### src/rtl/ean13me_pkg.sv
// ----------------------------------------------------------------------------
// EAN-13 encoder package
// Shared item type, error codes, segment constants and code tables.
// ----------------------------------------------------------------------------
`default_nettype none

package ean13me_pkg;

  // Error codes carried by every result item.
  localparam logic [1:0] ErrNone  = 2'd0;
  localparam logic [1:0] ErrCheck = 2'd1;
  localparam logic [1:0] ErrDigit = 2'd2;

  // Segment positions within the symbol.
  localparam logic [3:0] SegStartGuard  = 4'd0;
  localparam logic [3:0] SegCentreGuard = 4'd7;
  localparam logic [3:0] SegEndGuard    = 4'd14;

  // Segment lengths in modules.
  localparam logic [2:0] GuardLen  = 3'd3;
  localparam logic [2:0] CentreLen = 3'd5;
  localparam logic [2:0] DigitLen  = 3'd7;

  // Guard patterns, first module in the most significant used bit.
  localparam logic [6:0] GuardBits  = 7'h05;
  localparam logic [6:0] CentreBits = 7'h0A;

  // Number of digit nibbles in one code.
  localparam int unsigned NumDigits = 13;

  // A code on its way from the check pipeline to the segment emitter.
  typedef struct packed {
    logic [51:0] code;  // thirteen digits, check digit filled in
    logic [3:0]  chk;   // computed check digit
    logic [1:0]  err;   // error code
  } item_t;

  // R code of a digit. The L code is its complement and the G code its
  // mirror image.
  function automatic logic [6:0] r_code(input logic [3:0] digit);
    logic [6:0] res;
    case (digit)
      4'd0:    res = 7'h72;
      4'd1:    res = 7'h66;
      4'd2:    res = 7'h6C;
      4'd3:    res = 7'h42;
      4'd4:    res = 7'h5C;
      4'd5:    res = 7'h4E;
      4'd6:    res = 7'h50;
      4'd7:    res = 7'h44;
      4'd8:    res = 7'h48;
      4'd9:    res = 7'h74;
      default: res = 7'h00;
    endcase
    return res;
  endfunction

  // Parity of the six left digits chosen by the first digit. The left
  // digit at position i uses bit 5-i; a one selects the G code.
  function automatic logic [5:0] parity_pattern(input logic [3:0] digit);
    logic [5:0] res;
    case (digit)
      4'd0:    res = 6'b000000;
      4'd1:    res = 6'b001011;
      4'd2:    res = 6'b001101;
      4'd3:    res = 6'b001110;
      4'd4:    res = 6'b010011;
      4'd5:    res = 6'b011001;
      4'd6:    res = 6'b011100;
      4'd7:    res = 6'b010101;
      4'd8:    res = 6'b010110;
      4'd9:    res = 6'b011010;
      default: res = 6'b000000;
    endcase
    return res;
  endfunction

  // True for a nibble that is not a decimal digit.
  function automatic logic nibble_bad(input logic [3:0] nib);
    return nib[3] & (nib[2] | nib[1]);
  endfunction

endpackage

`default_nettype wire

### src/rtl/ean13me_check_pipe.sv
// ----------------------------------------------------------------------------
// EAN-13 check digit pipeline
// Three register stages: digit screening and partial sums, weighted total,
// then modulo-10 reduction, check digit compare and error coding.
// ----------------------------------------------------------------------------
`default_nettype none

module ean13me_check_pipe (
  input  wire logic                clk_i,
  input  wire logic                rst_ni,
  input  wire logic                in_valid_i,
  output logic                     in_ready_o,
  input  wire logic [51:0]         code_bcd_i,
  input  wire logic                has_check_i,
  output logic                     out_valid_o,
  input  wire logic                out_ready_i,
  output ean13me_pkg::item_t       out_item_o
);

  // Stage valid bits and the ready chain that lets a stage move on when the
  // stage after it is empty or moving on itself.
  logic s1_valid_q, s2_valid_q, s3_valid_q;
  logic s1_ready, s2_ready, s3_ready;

  assign s3_ready   = !s3_valid_q || out_ready_i;
  assign s2_ready   = !s2_valid_q || s3_ready;
  assign s1_ready   = !s1_valid_q || s2_ready;
  assign in_ready_o = s1_ready;

  // Stage one: screen the nibbles and form the two partial sums.
  logic [51:0] s1_code_q;
  logic        s1_has_check_q;
  logic        s1_bad_q, s1_bad_d;
  logic [6:0]  s1_sum_a_q, s1_sum_a_d;
  logic [6:0]  s1_sum_b_q, s1_sum_b_d;

  always_comb begin
    s1_bad_d   = has_check_i & ean13me_pkg::nibble_bad(code_bcd_i[3:0]);
    s1_sum_a_d = '0;
    s1_sum_b_d = '0;
    for (int i = 0; i < 12; i++) begin
      s1_bad_d = s1_bad_d | ean13me_pkg::nibble_bad(code_bcd_i[4*(12-i) +: 4]);
      if (i % 2 == 0) begin
        s1_sum_a_d = s1_sum_a_d + 7'(code_bcd_i[4*(12-i) +: 4]);
      end else begin
        s1_sum_b_d = s1_sum_b_d + 7'(code_bcd_i[4*(12-i) +: 4]);
      end
    end
  end

  // Stage two: weight the odd positions by three and add.
  logic [51:0] s2_code_q;
  logic        s2_has_check_q;
  logic        s2_bad_q;
  logic [8:0]  s2_total_q, s2_total_d;

  assign s2_total_d = 9'(s1_sum_a_q) + {1'b0, s1_sum_b_q, 1'b0} + 9'(s1_sum_b_q);

  // Stage three: reduce modulo ten by compare and subtract, then code the
  // result of the check.
  logic [8:0]  rem;
  logic [3:0]  chk;
  ean13me_pkg::item_t s3_item_q, s3_item_d;

  always_comb begin
    rem = s2_total_q;
    if (rem >= 9'd320) rem = rem - 9'd320;
    if (rem >= 9'd160) rem = rem - 9'd160;
    if (rem >= 9'd80)  rem = rem - 9'd80;
    if (rem >= 9'd40)  rem = rem - 9'd40;
    if (rem >= 9'd20)  rem = rem - 9'd20;
    if (rem >= 9'd10)  rem = rem - 9'd10;
    chk = (rem == 9'd0) ? 4'd0 : 4'(9'd10 - rem);

    s3_item_d.code = s2_code_q;
    s3_item_d.chk  = chk;
    s3_item_d.err  = ean13me_pkg::ErrNone;
    if (s2_bad_q) begin
      s3_item_d.chk = 4'd0;
      s3_item_d.err = ean13me_pkg::ErrDigit;
    end else if (s2_has_check_q) begin
      if (s2_code_q[3:0] != chk) begin
        s3_item_d.err = ean13me_pkg::ErrCheck;
      end
    end else begin
      s3_item_d.code[3:0] = chk;
    end
  end

  // Valid bits.
  always_ff @(posedge clk_i or negedge rst_ni) begin
    if (!rst_ni) begin
      s1_valid_q <= 1'b0;
      s2_valid_q <= 1'b0;
      s3_valid_q <= 1'b0;
    end else begin
      if (s1_ready) s1_valid_q <= in_valid_i;
      if (s2_ready) s2_valid_q <= s1_valid_q;
      if (s3_ready) s3_valid_q <= s2_valid_q;
    end
  end

  // Stage payload registers.
  always_ff @(posedge clk_i) begin
    if (s1_ready && in_valid_i) begin
      s1_code_q      <= code_bcd_i;
      s1_has_check_q <= has_check_i;
      s1_bad_q       <= s1_bad_d;
      s1_sum_a_q     <= s1_sum_a_d;
      s1_sum_b_q     <= s1_sum_b_d;
    end
    if (s2_ready && s1_valid_q) begin
      s2_code_q      <= s1_code_q;
      s2_has_check_q <= s1_has_check_q;
      s2_bad_q       <= s1_bad_q;
      s2_total_q     <= s2_total_d;
    end
    if (s3_ready && s2_valid_q) begin
      s3_item_q <= s3_item_d;
    end
  end

  assign out_valid_o = s3_valid_q;
  assign out_item_o  = s3_item_q;

endmodule

`default_nettype wire

### src/rtl/ean13me_segment_emitter.sv
// ----------------------------------------------------------------------------
// EAN-13 segment emitter
// Holds one checked code and steps through its fifteen segments, or a single
// error item, one per cycle unless stalled, into a registered output stage.
// ----------------------------------------------------------------------------
`default_nettype none

module ean13me_segment_emitter (
  input  wire logic                clk_i,
  input  wire logic                rst_ni,
  input  wire logic                in_valid_i,
  output logic                     in_ready_o,
  input  wire ean13me_pkg::item_t  in_item_i,
  output logic                     out_valid_o,
  input  wire logic                out_ready_i,
  output logic [6:0]               segment_bits_o,
  output logic [2:0]               segment_length_o,
  output logic [3:0]               segment_index_o,
  output logic [3:0]               check_digit_o,
  output logic [1:0]               error_code_o,
  output logic                     last_segment_o
);

  // Code being emitted and its segment counter.
  logic               busy_q, busy_d;
  logic [3:0]         cnt_q, cnt_d;
  ean13me_pkg::item_t item_q;

  // Output register.
  logic               out_valid_q, out_valid_d;
  logic [6:0]         bits_q, bits_d;
  logic [2:0]         len_q, len_d;
  logic [3:0]         idx_q, idx_d;
  logic [3:0]         chk_q;
  logic [1:0]         err_q;
  logic               last_q, last_d;

  logic               out_adv;
  logic               is_last;
  logic               load;

  // Digit selection for the segment under the counter.
  logic [3:0]         dig [ean13me_pkg::NumDigits];
  logic [3:0]         dig_idx;
  logic [2:0]         par_idx;
  logic [5:0]         parity;
  logic [6:0]         rc;
  logic [6:0]         rc_mirror;

  always_comb begin
    for (int j = 0; j < ean13me_pkg::NumDigits; j++) begin
      dig[j] = item_q.code[4*(12-j) +: 4];
    end
  end

  assign dig_idx = (cnt_q < ean13me_pkg::SegCentreGuard) ? cnt_q : (cnt_q - 4'd1);
  assign par_idx = 3'(4'd6 - cnt_q);
  assign parity  = ean13me_pkg::parity_pattern(dig[0]);
  assign rc      = ean13me_pkg::r_code(dig[dig_idx]);

  always_comb begin
    for (int b = 0; b < 7; b++) begin
      rc_mirror[b] = rc[6-b];
    end
  end

  // Segment contents for the counter value.
  always_comb begin
    bits_d = '0;
    len_d  = '0;
    idx_d  = cnt_q;
    last_d = 1'b0;
    if (item_q.err != ean13me_pkg::ErrNone) begin
      idx_d  = '0;
      last_d = 1'b1;
    end else begin
      case (cnt_q)
        ean13me_pkg::SegStartGuard: begin
          bits_d = ean13me_pkg::GuardBits;
          len_d  = ean13me_pkg::GuardLen;
        end
        ean13me_pkg::SegCentreGuard: begin
          bits_d = ean13me_pkg::CentreBits;
          len_d  = ean13me_pkg::CentreLen;
        end
        ean13me_pkg::SegEndGuard: begin
          bits_d = ean13me_pkg::GuardBits;
          len_d  = ean13me_pkg::GuardLen;
          last_d = 1'b1;
        end
        default: begin
          len_d = ean13me_pkg::DigitLen;
          if (cnt_q < ean13me_pkg::SegCentreGuard) begin
            bits_d = parity[par_idx] ? rc_mirror : ~rc;
          end else begin
            bits_d = rc;
          end
        end
      endcase
    end
  end

  // Handshake and counter control.
  assign out_adv    = !out_valid_q || out_ready_i;
  assign is_last    = last_d;
  assign in_ready_o = !busy_q || (out_adv && is_last);
  assign load       = in_valid_i && in_ready_o;

  always_comb begin
    busy_d      = busy_q;
    cnt_d       = cnt_q;
    out_valid_d = out_valid_q;
    if (out_adv) begin
      out_valid_d = busy_q;
      if (busy_q) begin
        cnt_d = cnt_q + 4'd1;
        if (is_last) busy_d = 1'b0;
      end
    end
    if (load) begin
      busy_d = 1'b1;
      cnt_d  = ean13me_pkg::SegStartGuard;
    end
  end

  always_ff @(posedge clk_i or negedge rst_ni) begin
    if (!rst_ni) begin
      busy_q      <= 1'b0;
      cnt_q       <= ean13me_pkg::SegStartGuard;
      out_valid_q <= 1'b0;
    end else begin
      busy_q      <= busy_d;
      cnt_q       <= cnt_d;
      out_valid_q <= out_valid_d;
    end
  end

  // Payload registers.
  always_ff @(posedge clk_i) begin
    if (load) begin
      item_q <= in_item_i;
    end
    if (out_adv && busy_q) begin
      bits_q <= bits_d;
      len_q  <= len_d;
      idx_q  <= idx_d;
      chk_q  <= item_q.chk;
      err_q  <= item_q.err;
      last_q <= last_d;
    end
  end

  assign out_valid_o      = out_valid_q;
  assign segment_bits_o   = bits_q;
  assign segment_length_o = len_q;
  assign segment_index_o  = idx_q;
  assign check_digit_o    = chk_q;
  assign error_code_o     = err_q;
  assign last_segment_o   = last_q;

endmodule

`default_nettype wire

### src/rtl/ean13_module_pattern_encoder_core.sv
// Flow: after the edge that accepts a code, it passes two more check stages,
// the emitter load and the output stage before its first segment appears.
// Throughput: one segment per cycle unless the output stalls, set by the
// segment emitter's single output port; a code in error gives one item.
// Reset: asynchronous, active low; clears all valid bits and the emitter.
// ----------------------------------------------------------------------------
// EAN-13 module pattern encoder
// Checks an EAN-13 code; emits its bar pattern as fifteen segments or an error.
// ----------------------------------------------------------------------------
`default_nettype none

module ean13_module_pattern_encoder_core (
  input  wire logic        clk_i,
  input  wire logic        rst_ni,
  input  wire logic        in_valid_i,
  output logic             in_ready_o,
  input  wire logic [51:0] code_bcd_i,
  input  wire logic        has_check_i,
  output logic             out_valid_o,
  input  wire logic        out_ready_i,
  output logic [6:0]       segment_bits_o,
  output logic [2:0]       segment_length_o,
  output logic [3:0]       segment_index_o,
  output logic [3:0]       check_digit_o,
  output logic [1:0]       error_code_o,
  output logic             last_segment_o
);

  // Checked item passing from the pipeline to the emitter.
  logic               chk_valid;
  logic               chk_ready;
  ean13me_pkg::item_t chk_item;

  // Check digit computation and validation.
  ean13me_check_pipe u_check_pipe (
    .clk_i       (clk_i),
    .rst_ni      (rst_ni),
    .in_valid_i  (in_valid_i),
    .in_ready_o  (in_ready_o),
    .code_bcd_i  (code_bcd_i),
    .has_check_i (has_check_i),
    .out_valid_o (chk_valid),
    .out_ready_i (chk_ready),
    .out_item_o  (chk_item)
  );

  // Segment generation.
  ean13me_segment_emitter u_segment_emitter (
    .clk_i            (clk_i),
    .rst_ni           (rst_ni),
    .in_valid_i       (chk_valid),
    .in_ready_o       (chk_ready),
    .in_item_i        (chk_item),
    .out_valid_o      (out_valid_o),
    .out_ready_i      (out_ready_i),
    .segment_bits_o   (segment_bits_o),
    .segment_length_o (segment_length_o),
    .segment_index_o  (segment_index_o),
    .check_digit_o    (check_digit_o),
    .error_code_o     (error_code_o),
    .last_segment_o   (last_segment_o)
  );

endmodule

`default_nettype wire

### config.mk
export PLATFORM = sky130hd
export DESIGN_NAME = ean13_module_pattern_encoder_core
export DESIGN_NICKNAME = d
export VERILOG_FILES = /design/src/rtl/ean13me_pkg.sv /design/src/rtl/ean13me_check_pipe.sv /design/src/rtl/ean13me_segment_emitter.sv /design/src/rtl/ean13_module_pattern_encoder_core.sv
export SDC_FILE = /design/constraint.sdc
export NUM_CORES = 1
export LEC_CHECK = 0
export BUFFER_PORTS_ARGS = -buffer_cell sky130_fd_sc_hd__buf_2
export CAP_MARGIN = 20
export CELL_PAD_IN_SITES_DETAIL_PLACEMENT = 1
export CELL_PAD_IN_SITES_GLOBAL_PLACEMENT = 1
export CORE_UTILIZATION = 39
export DETAILED_ROUTE_END_ITERATION = 16
export PLACE_DENSITY_LB_ADDON = 0.1
export SYNTH_ARGS = -nofsm -noshare
export SYNTH_HDL_FRONTEND = slang
export SYNTH_HIERARCHICAL = 1
export SYNTH_SLANG_ARGS = --single-unit
### constraint.sdc
create_clock -name clk_i -period 15.83 [get_ports clk_i]
set_clock_uncertainty 0.15 [all_clocks]
set_input_delay 1.583 -clock clk_i [delete_from_list [all_inputs] [get_ports clk_i]]
set_output_delay 1.583 -clock clk_i [all_outputs]
set_load 0.1 [all_outputs]
==> run_results.csv, run 1 <==
group,metric,value,unit
run_status,outcome,"completed",
yosys,synthCells,942,
clock_tree,insertion_delay,0.57,ns
clock_tree,h-tree-depth,1,
yosys,synth_warnings,6,
timing,hold_violations,0,
placement,post_dp_cell_area,0.01424,mm²
yosys,synth_edf_count,268,
timing,fin_tns_setup,0,ns
die,core,0.03370,mm²
die,design.die.area,0.03511,mm²
yosys,synth-async-reset-ratio,3.191,%
finish,final_util,44.90,%
clock_tree,cts_tree,"built",
setup_path,worstSetupPathType,"reg2reg",
die,die_x,187.4,µm
yosys,synth_area,0.01340,mm²
placement,dp_hpwl,21150,µm
route,drtAntennaViolNets,0,
placement,place_inst,1443,
setup_path,cp_slowest_cell,"mux2i_1",
yosys,netlist.area_leader.share,60.04,%
setup_path,critPathMaxStageDelay,0.60,ns
global_route,grt_max_degree,64,
setup_path,critPathRequiredTime,16.07,ns
yosys,synth.area.top_cells,"edfxtp_1 60%, fa_1 5.8%, ha_1 3.1%",
yosys,synth_ff_type,"edfxtp_1",
route,post_drt_wl_per_cell,19.49,µm
route,finalWirelength,29150,µm
clock_tree,hold_buffers,0,
clock_tree,clockBufferDepth,3,
run,drv_cap,0,
setup_path,worstSetupStartpointType,"flip-flop",
global_route,grt_pass1_wl,46300,µm
finish,design_area,0.01513,mm²
die,rows,67,
yosys,synth_area_leader_cell,"edfxtp_1",
timing,max_freq,0.1709,GHz
route,drc_errors,0,
placement,io_buffers,79,
finish,instances_no_fill,1496,
setup_path,crit_fanout,15,
timing,rsz0062_at_grt,"false",
finish,fillers,3477,
route,vias,7750,
clock_tree,cts_sinks,282,
timing,tightest_slew,0.9687,ns
clock_tree,cts-resized-gates,0,
route,dr.pass1.iters,4,
die,initial_core_util,39.77,%
worst_hold_path,holdCritPathClass,"reg2reg",
placement,gp_congestion,0.8174,
clock_tree,clock-root-buffer,"clkbuf_16",
route,first_iter_violations,443,
global_route,globalRouteTotalUtil,16.95,%
finish,syn_to_final_growth,12.89,%
finish,drive_above_1_share,17.18,%
die,ios,80,
setup_path,path_common_cell,"o31ai_1",
global_route,grt-ovfl-total,0,
clock_tree,cts_buffers,30,
global_route,antenna_found_initial,1,
yosys,yosysMostFrequentCell,"edfxtp_1",
die,die_h,187.4,µm
setup_path,path_cells,"nand2b_1 -> nand2_1 -> inv_1 -> ha_1 -> or3_1 -> a211oi_2 -> or2_2 -> o21ai_1 -> mux2i_1 -> o21ai_1 -> a311o_1 -> o31ai_1 -> nand2_2 -> o31ai_1 -> o21ai_0 -> ha_1 -> xor2_1 -> nand2_1 -> nor2_1 -> o31ai_1 -> o2bb2ai_1",
timing,max_slew_margin,35.13,%
setup_path,critPathCaptureType,"flip-flop",
yosys,syn_nets,1071,
clock_tree,path_clk_slew,0.06,ns
yosys,synth-seq-cells,282,
timing,setup_viol,0,
setup_path,cp_top_family,"compound AO/OA/AOI/OAI gates",
global_route,grt_pass1_vias,8012,
route,via_per_inst,5.180,
timing,maxSlewViolCount,0,
setup_path,cp.buffers_inverters,1,
yosys,synth.distinct_cells,91,
clock_tree,cts_setup_buffers,0,
timing,min_period,5.850,ns
finish,antenna_cells,0,
yosys,synth_common_cells,"268 x edfxtp_1, 58 x inv_1, 52 x nand2_1, 44 x o21ai_0, 43 x nor2_1",
finish,nNetsFinal,1157,
setup_path,cp.arrival,6.09,ns
yosys,avgSynthCellArea,14.23,µm²
timing,fin_crit_sh,36.96,%
yosys,yosysSeqAreaShare,62.47,%
## cells by family after synthesis
| logic type | after synthesis | synth area share, % |
|---|---|---|
| xor gates and xnor gates | 19 | 1.410 |
| adders and majority gates | 72 | 8.906 |
| buffers and inverters | 93 | 3.043 |
| DFF | 282 | 62.47 |
| AOI/OAI and AO/OA | 208 | 11.88 |
| and+or+nand+nor | 231 | 8.981 |
| muxes | 37 | 3.305 |
## cell usage in the layout (no fill, tap or decap), drive strengths merged, types with 10 or more instances in the layout
cell type    n
nand3       20
mux2i       24
clkinv      15
a31oi       10
a211oi      11
inv         61
and2        15
a21o        11
nor2        44
buf         88
nor3        27
nand2b      15
edfxtp     268
xnor2       13
nor2b       16
o21ai       49
nand2       53
ha          33
o31ai       14
clkbuf      35
a2111oi     10
a21oi       33
fa          39
## final timing paths
check	from	endpoint	slack [ns]	depth (start not counted)
max	u_check_pipe/s2_total_q[8]	u_check_pipe/out_item_o[0]	9.98	21
min	u_check_pipe/s2_code_q[32]	u_check_pipe/out_item_o[38]	0.24	0
max reg2reg	u_check_pipe/s2_total_q[8]	u_check_pipe/out_item_o[0]	9.98	21
min reg2reg	u_check_pipe/s2_code_q[32]	u_check_pipe/out_item_o[38]	0.24	0
max in group asynchronous	rst_ni	u_segment_emitter/cnt_q[2]	14.61	1
min in group asynchronous	rst_ni	u_check_pipe/s1_valid_q	0.73	1
## state kept, by name (all words and copies together), names as in the netlist, 2 cells and up
signal / count
u_check_pipe/s2_code_q: 52
u_check_pipe/s1_sum_b_q: 7
u_segment_emitter/cnt_q: 4
u_check_pipe/s1_code_q: 52
u_segment_emitter/segment_bits_o: 7
u_segment_emitter/check_digit_o: 4
u_segment_emitter/error_code_o: 2
u_segment_emitter/parity: 5
u_segment_emitter/item_q: 6
u_segment_emitter/segment_index_o: 4
u_check_pipe/s2_total_q: 9
u_segment_emitter/dig: 52
u_segment_emitter/segment_length_o: 3
u_check_pipe/s1_sum_a_q: 7
u_check_pipe/out_item_o: 58
## through the flow
stage	hold WS [ns]	setup slack, ns
after floorplan	0.2503	10.74
after global placement	0.2513	9.972
after detailed placement	0.2557	9.854
after CTS	0.2269	9.782
after global routing	0.2382	9.494
final	0.2383	9.980
## layout make-up
| cell class | instances | area [µm²] | area share [%] |
|---|---|---|---|
| sequential | 282 | 8373 | 55.34 |
| multi-input combinational | 567 | 4629 | 30.60 |
| clock buffer | 35 | 769.5 | 5.086 |
| tap | 448 | 560.5 | 3.705 |
| timing repair buffer | 88 | 462.9 | 3.060 |
| inverter | 59 | 221.5 | 1.464 |
| clock inverter | 17 | 113.9 | 0.7525 |
## per-layer routing
layer	GRT usage, %	share of wire, %	vias up
met5	0	0	-
met4	4.003	2.1	0
met3	2.045	3.2	41
met2	28.17	47	136
met1	23.73	48	3838
li1	-	-	3735
Power of run 1 is not shown: default switching activity piles up to over one toggle a cycle in this logic, so the estimate is an artifact.
==> run 2: changes to the inputs <==
Settings changed: ABC_AREA set to 1.
Clock period 15.83 ns to 5.6 ns, I/O delays scaled along.
==> run 2 against run 1 <==
Non-clock buffer count fell by 3. Final area fell by 2.6%. Critical path depth rose by 14. Routed wire length fell by 15%. Synthesized cell count rose by 7.0%. Setup slack got worse by 8.8 ns. Sequential cell count did not move. Hold slack got worse by 0.19 ns. Die area fell by 4.0%. Sequential share of layout area rose by 1.5 points. Largest cell class unchanged.
==> run_results.csv, run 2 <==
group,metric,value,unit
timing,rsz0062_at_grt,"false",
clock_tree,cts-resized-gates,0,
yosys,synth.distinct_cells,44,
global_route,grt_pass1_wl,40110,µm
yosys,synth_area_leader_cell,"edfxtp_1",
global_route,grt_pass1_vias,7589,
die,core,0.03245,mm²
die,rows,66,
clock_tree,insertion_delay,0.55,ns
global_route,globalRouteTotalUtil,15.35,%
finish,drive_above_1_share,19.91,%
die,initial_core_util,39.61,%
yosys,synth_ff_type,"edfxtp_1",
setup_path,critPathMaxStageDelay,0.47,ns
clock_tree,cts_sinks,282,
setup_path,critPathCaptureType,"flip-flop",
finish,fillers,3421,
setup_path,path_common_cell,"nand2_1",
finish,syn_to_final_growth,14.67,%
timing,fin_crit_sh,78.96,%
die,die_h,183.6,µm
timing,fin_tns_setup,0,ns
route,vias,7323,
global_route,antenna_found_initial,0,
setup_path,critPathRequiredTime,5.75,ns
timing,max_slew_margin,31.37,%
yosys,synth_area,0.01285,mm²
die,die_x,183.6,µm
yosys,yosysSeqAreaShare,65.14,%
global_route,grt-ovfl-total,0,
setup_path,worstSetupPathType,"reg2reg",
route,first_iter_violations,289,
finish,final_common_cell,"edfxtp_1",
worst_hold_path,holdCritPathClass,"in2reg",
placement,io_buffers,79,
timing,maxSlewViolCount,0,
run,drv_cap,0,
timing,tightest_slew,1.028,ns
timing,hold_violations,0,
global_route,grt_max_degree,59,
die,design.die.area,0.03369,mm²
yosys,netlist.area_leader.share,62.60,%
clock_tree,path_clk_slew,0.06,ns
yosys,synth_edf_count,268,
setup_path,cp.arrival,4.57,ns
setup_path,cp_slowest_cell,"edfxtp_1",
finish,final_util,45.42,%
finish,antenna_cells,0,
route,drtAntennaViolNets,0,
clock_tree,h-tree-depth,1,
placement,dp_hpwl,18850,µm
clock_tree,clock-root-buffer,"clkbuf_16",
finish,nNetsFinal,1246,
route,dr.pass1.iters,4,
yosys,synth_warnings,6,
finish,largest_reg_flops,58,
route,via_per_inst,4.629,
clock_tree,cts_tree,"built",
timing,min_period,4.422,ns
clock_tree,cts_buffers,30,
clock_tree,clockBufferDepth,3,
yosys,synth-seq-cells,282,
placement,gp_congestion,0.7680,
yosys,synth.area.top_cells,"edfxtp_1 63%, fa_1 6.1%, nand2_1 5.4%",
timing,setup_viol,0,
die,ios,80,
yosys,avgSynthCellArea,12.75,µm²
yosys,syn_nets,1137,
timing,max_freq,0.2262,GHz
yosys,synth_common_cells,"268 x edfxtp_1, 184 x nand2_1, 142 x inv_1, 86 x nand3_1",
yosys,synth-async-reset-ratio,3.191,%
yosys,synthCells,1008,
route,post_drt_wl_per_cell,15.75,µm
setup_path,crit_fanout,6,
yosys,yosysMostFrequentCell,"edfxtp_1",
setup_path,worstSetupStartpointType,"flip-flop",
route,finalWirelength,24910,µm
finish,final_cell_mix,"268 x edfxtp_1, 184 x nand2_1, 140 x inv_1",
route,drc_errors,0,
run_status,outcome,"completed",
clock_tree,cts_setup_buffers,0,
==> run 2: per-layer routing <==
layer	vias to the layer above	GRT usage [%]	part of all wire (%)	wire length (µm)
met1	3541	20.19	46	11410
met5	-	0	0	0
met4	0	3.767	1.8	458
li1	3631	-	-	-
met3	36	1.882	2.9	727
met2	115	26.91	49	12310
==> run 2: path summary, 6_finish.rpt <==
path                                       startpoint                       endpoint  slack (ns)  depth (start not counted)
setup / recovery           u_check_pipe/s2_total_q[8]     u_check_pipe/out_item_o[0]        1.18                         35
hold / removal                          code_bcd_i[0]      u_check_pipe/s1_code_q[0]        0.04                          1
setup reg to reg           u_check_pipe/s2_total_q[8]     u_check_pipe/out_item_o[0]        1.18                         35
hold reg to reg            u_check_pipe/s2_code_q[33]    u_check_pipe/out_item_o[39]        0.25                          0
max in group asynchronous                      rst_ni     u_segment_emitter/cnt_q[0]        4.85                          2
min in group asynchronous                      rst_ni  u_segment_emitter/out_valid_o        0.26                          2
==> run 2: repair_timing <==
item	4_1_cts	5_1_grt
endpoints found under the hold margin	9	0
hold buffers	1	0
setup endpoints to repair	0	0
==> run 2: area by class of cell <==
cell class,count,area (µm²),share of cell area (%)
clock buffers,40,849.6,5.764
clock inverters,15,108.9,0.7385
inverters,166,633.1,4.295
multi-input cells,552,3780,25.64
flip-flops and latches,282,8373,56.80
well taps,442,553.0,3.752
repair buffers,85,442.9,3.005
==> run 2: cells by family (layout without fill, tap and decap cells) <==
group	Yosys count	count (layout)	synth area share, %
DFF	282	282	65.14
AOI/OAI and AO/OA	75	75	3.611
buffers and inverters	174	306	5.626
adders and majority gates	72	72	9.286
xor gates and xnor gates	17	17	1.158
and+or+nand+nor	388	388	15.18
==> run 2: stage by stage <==
stage / hold WS (ns) / worst slack [ns] / instances / instance area [µm²]
floorplan: 0.1144 / 0.4750 / 1008 / 12850
global route: 0.02473 / 0.7162 / 1582 / 14740
finish: 0.04466 / 1.178 / 1582 / 14740
detailed placement: 0.2552 / 1.164 / 1526 / 13770
global placement: 0.2515 / 1.355 / 1526 / 13770
CTS: 0.01580 / 1.159 / 1582 / 14740
==> run 2: critical path, delay by kind of cell (launching register included) <==
kind | cells | cell delay [ns]
simple gates | 24 | 2.27
flops | 1 | 0.47
fa+ha+maj | 2 | 0.45
buf+inv | 7 | 0.45
compound gates | 2 | 0.39
Power of run 2 is left out for the same reason.
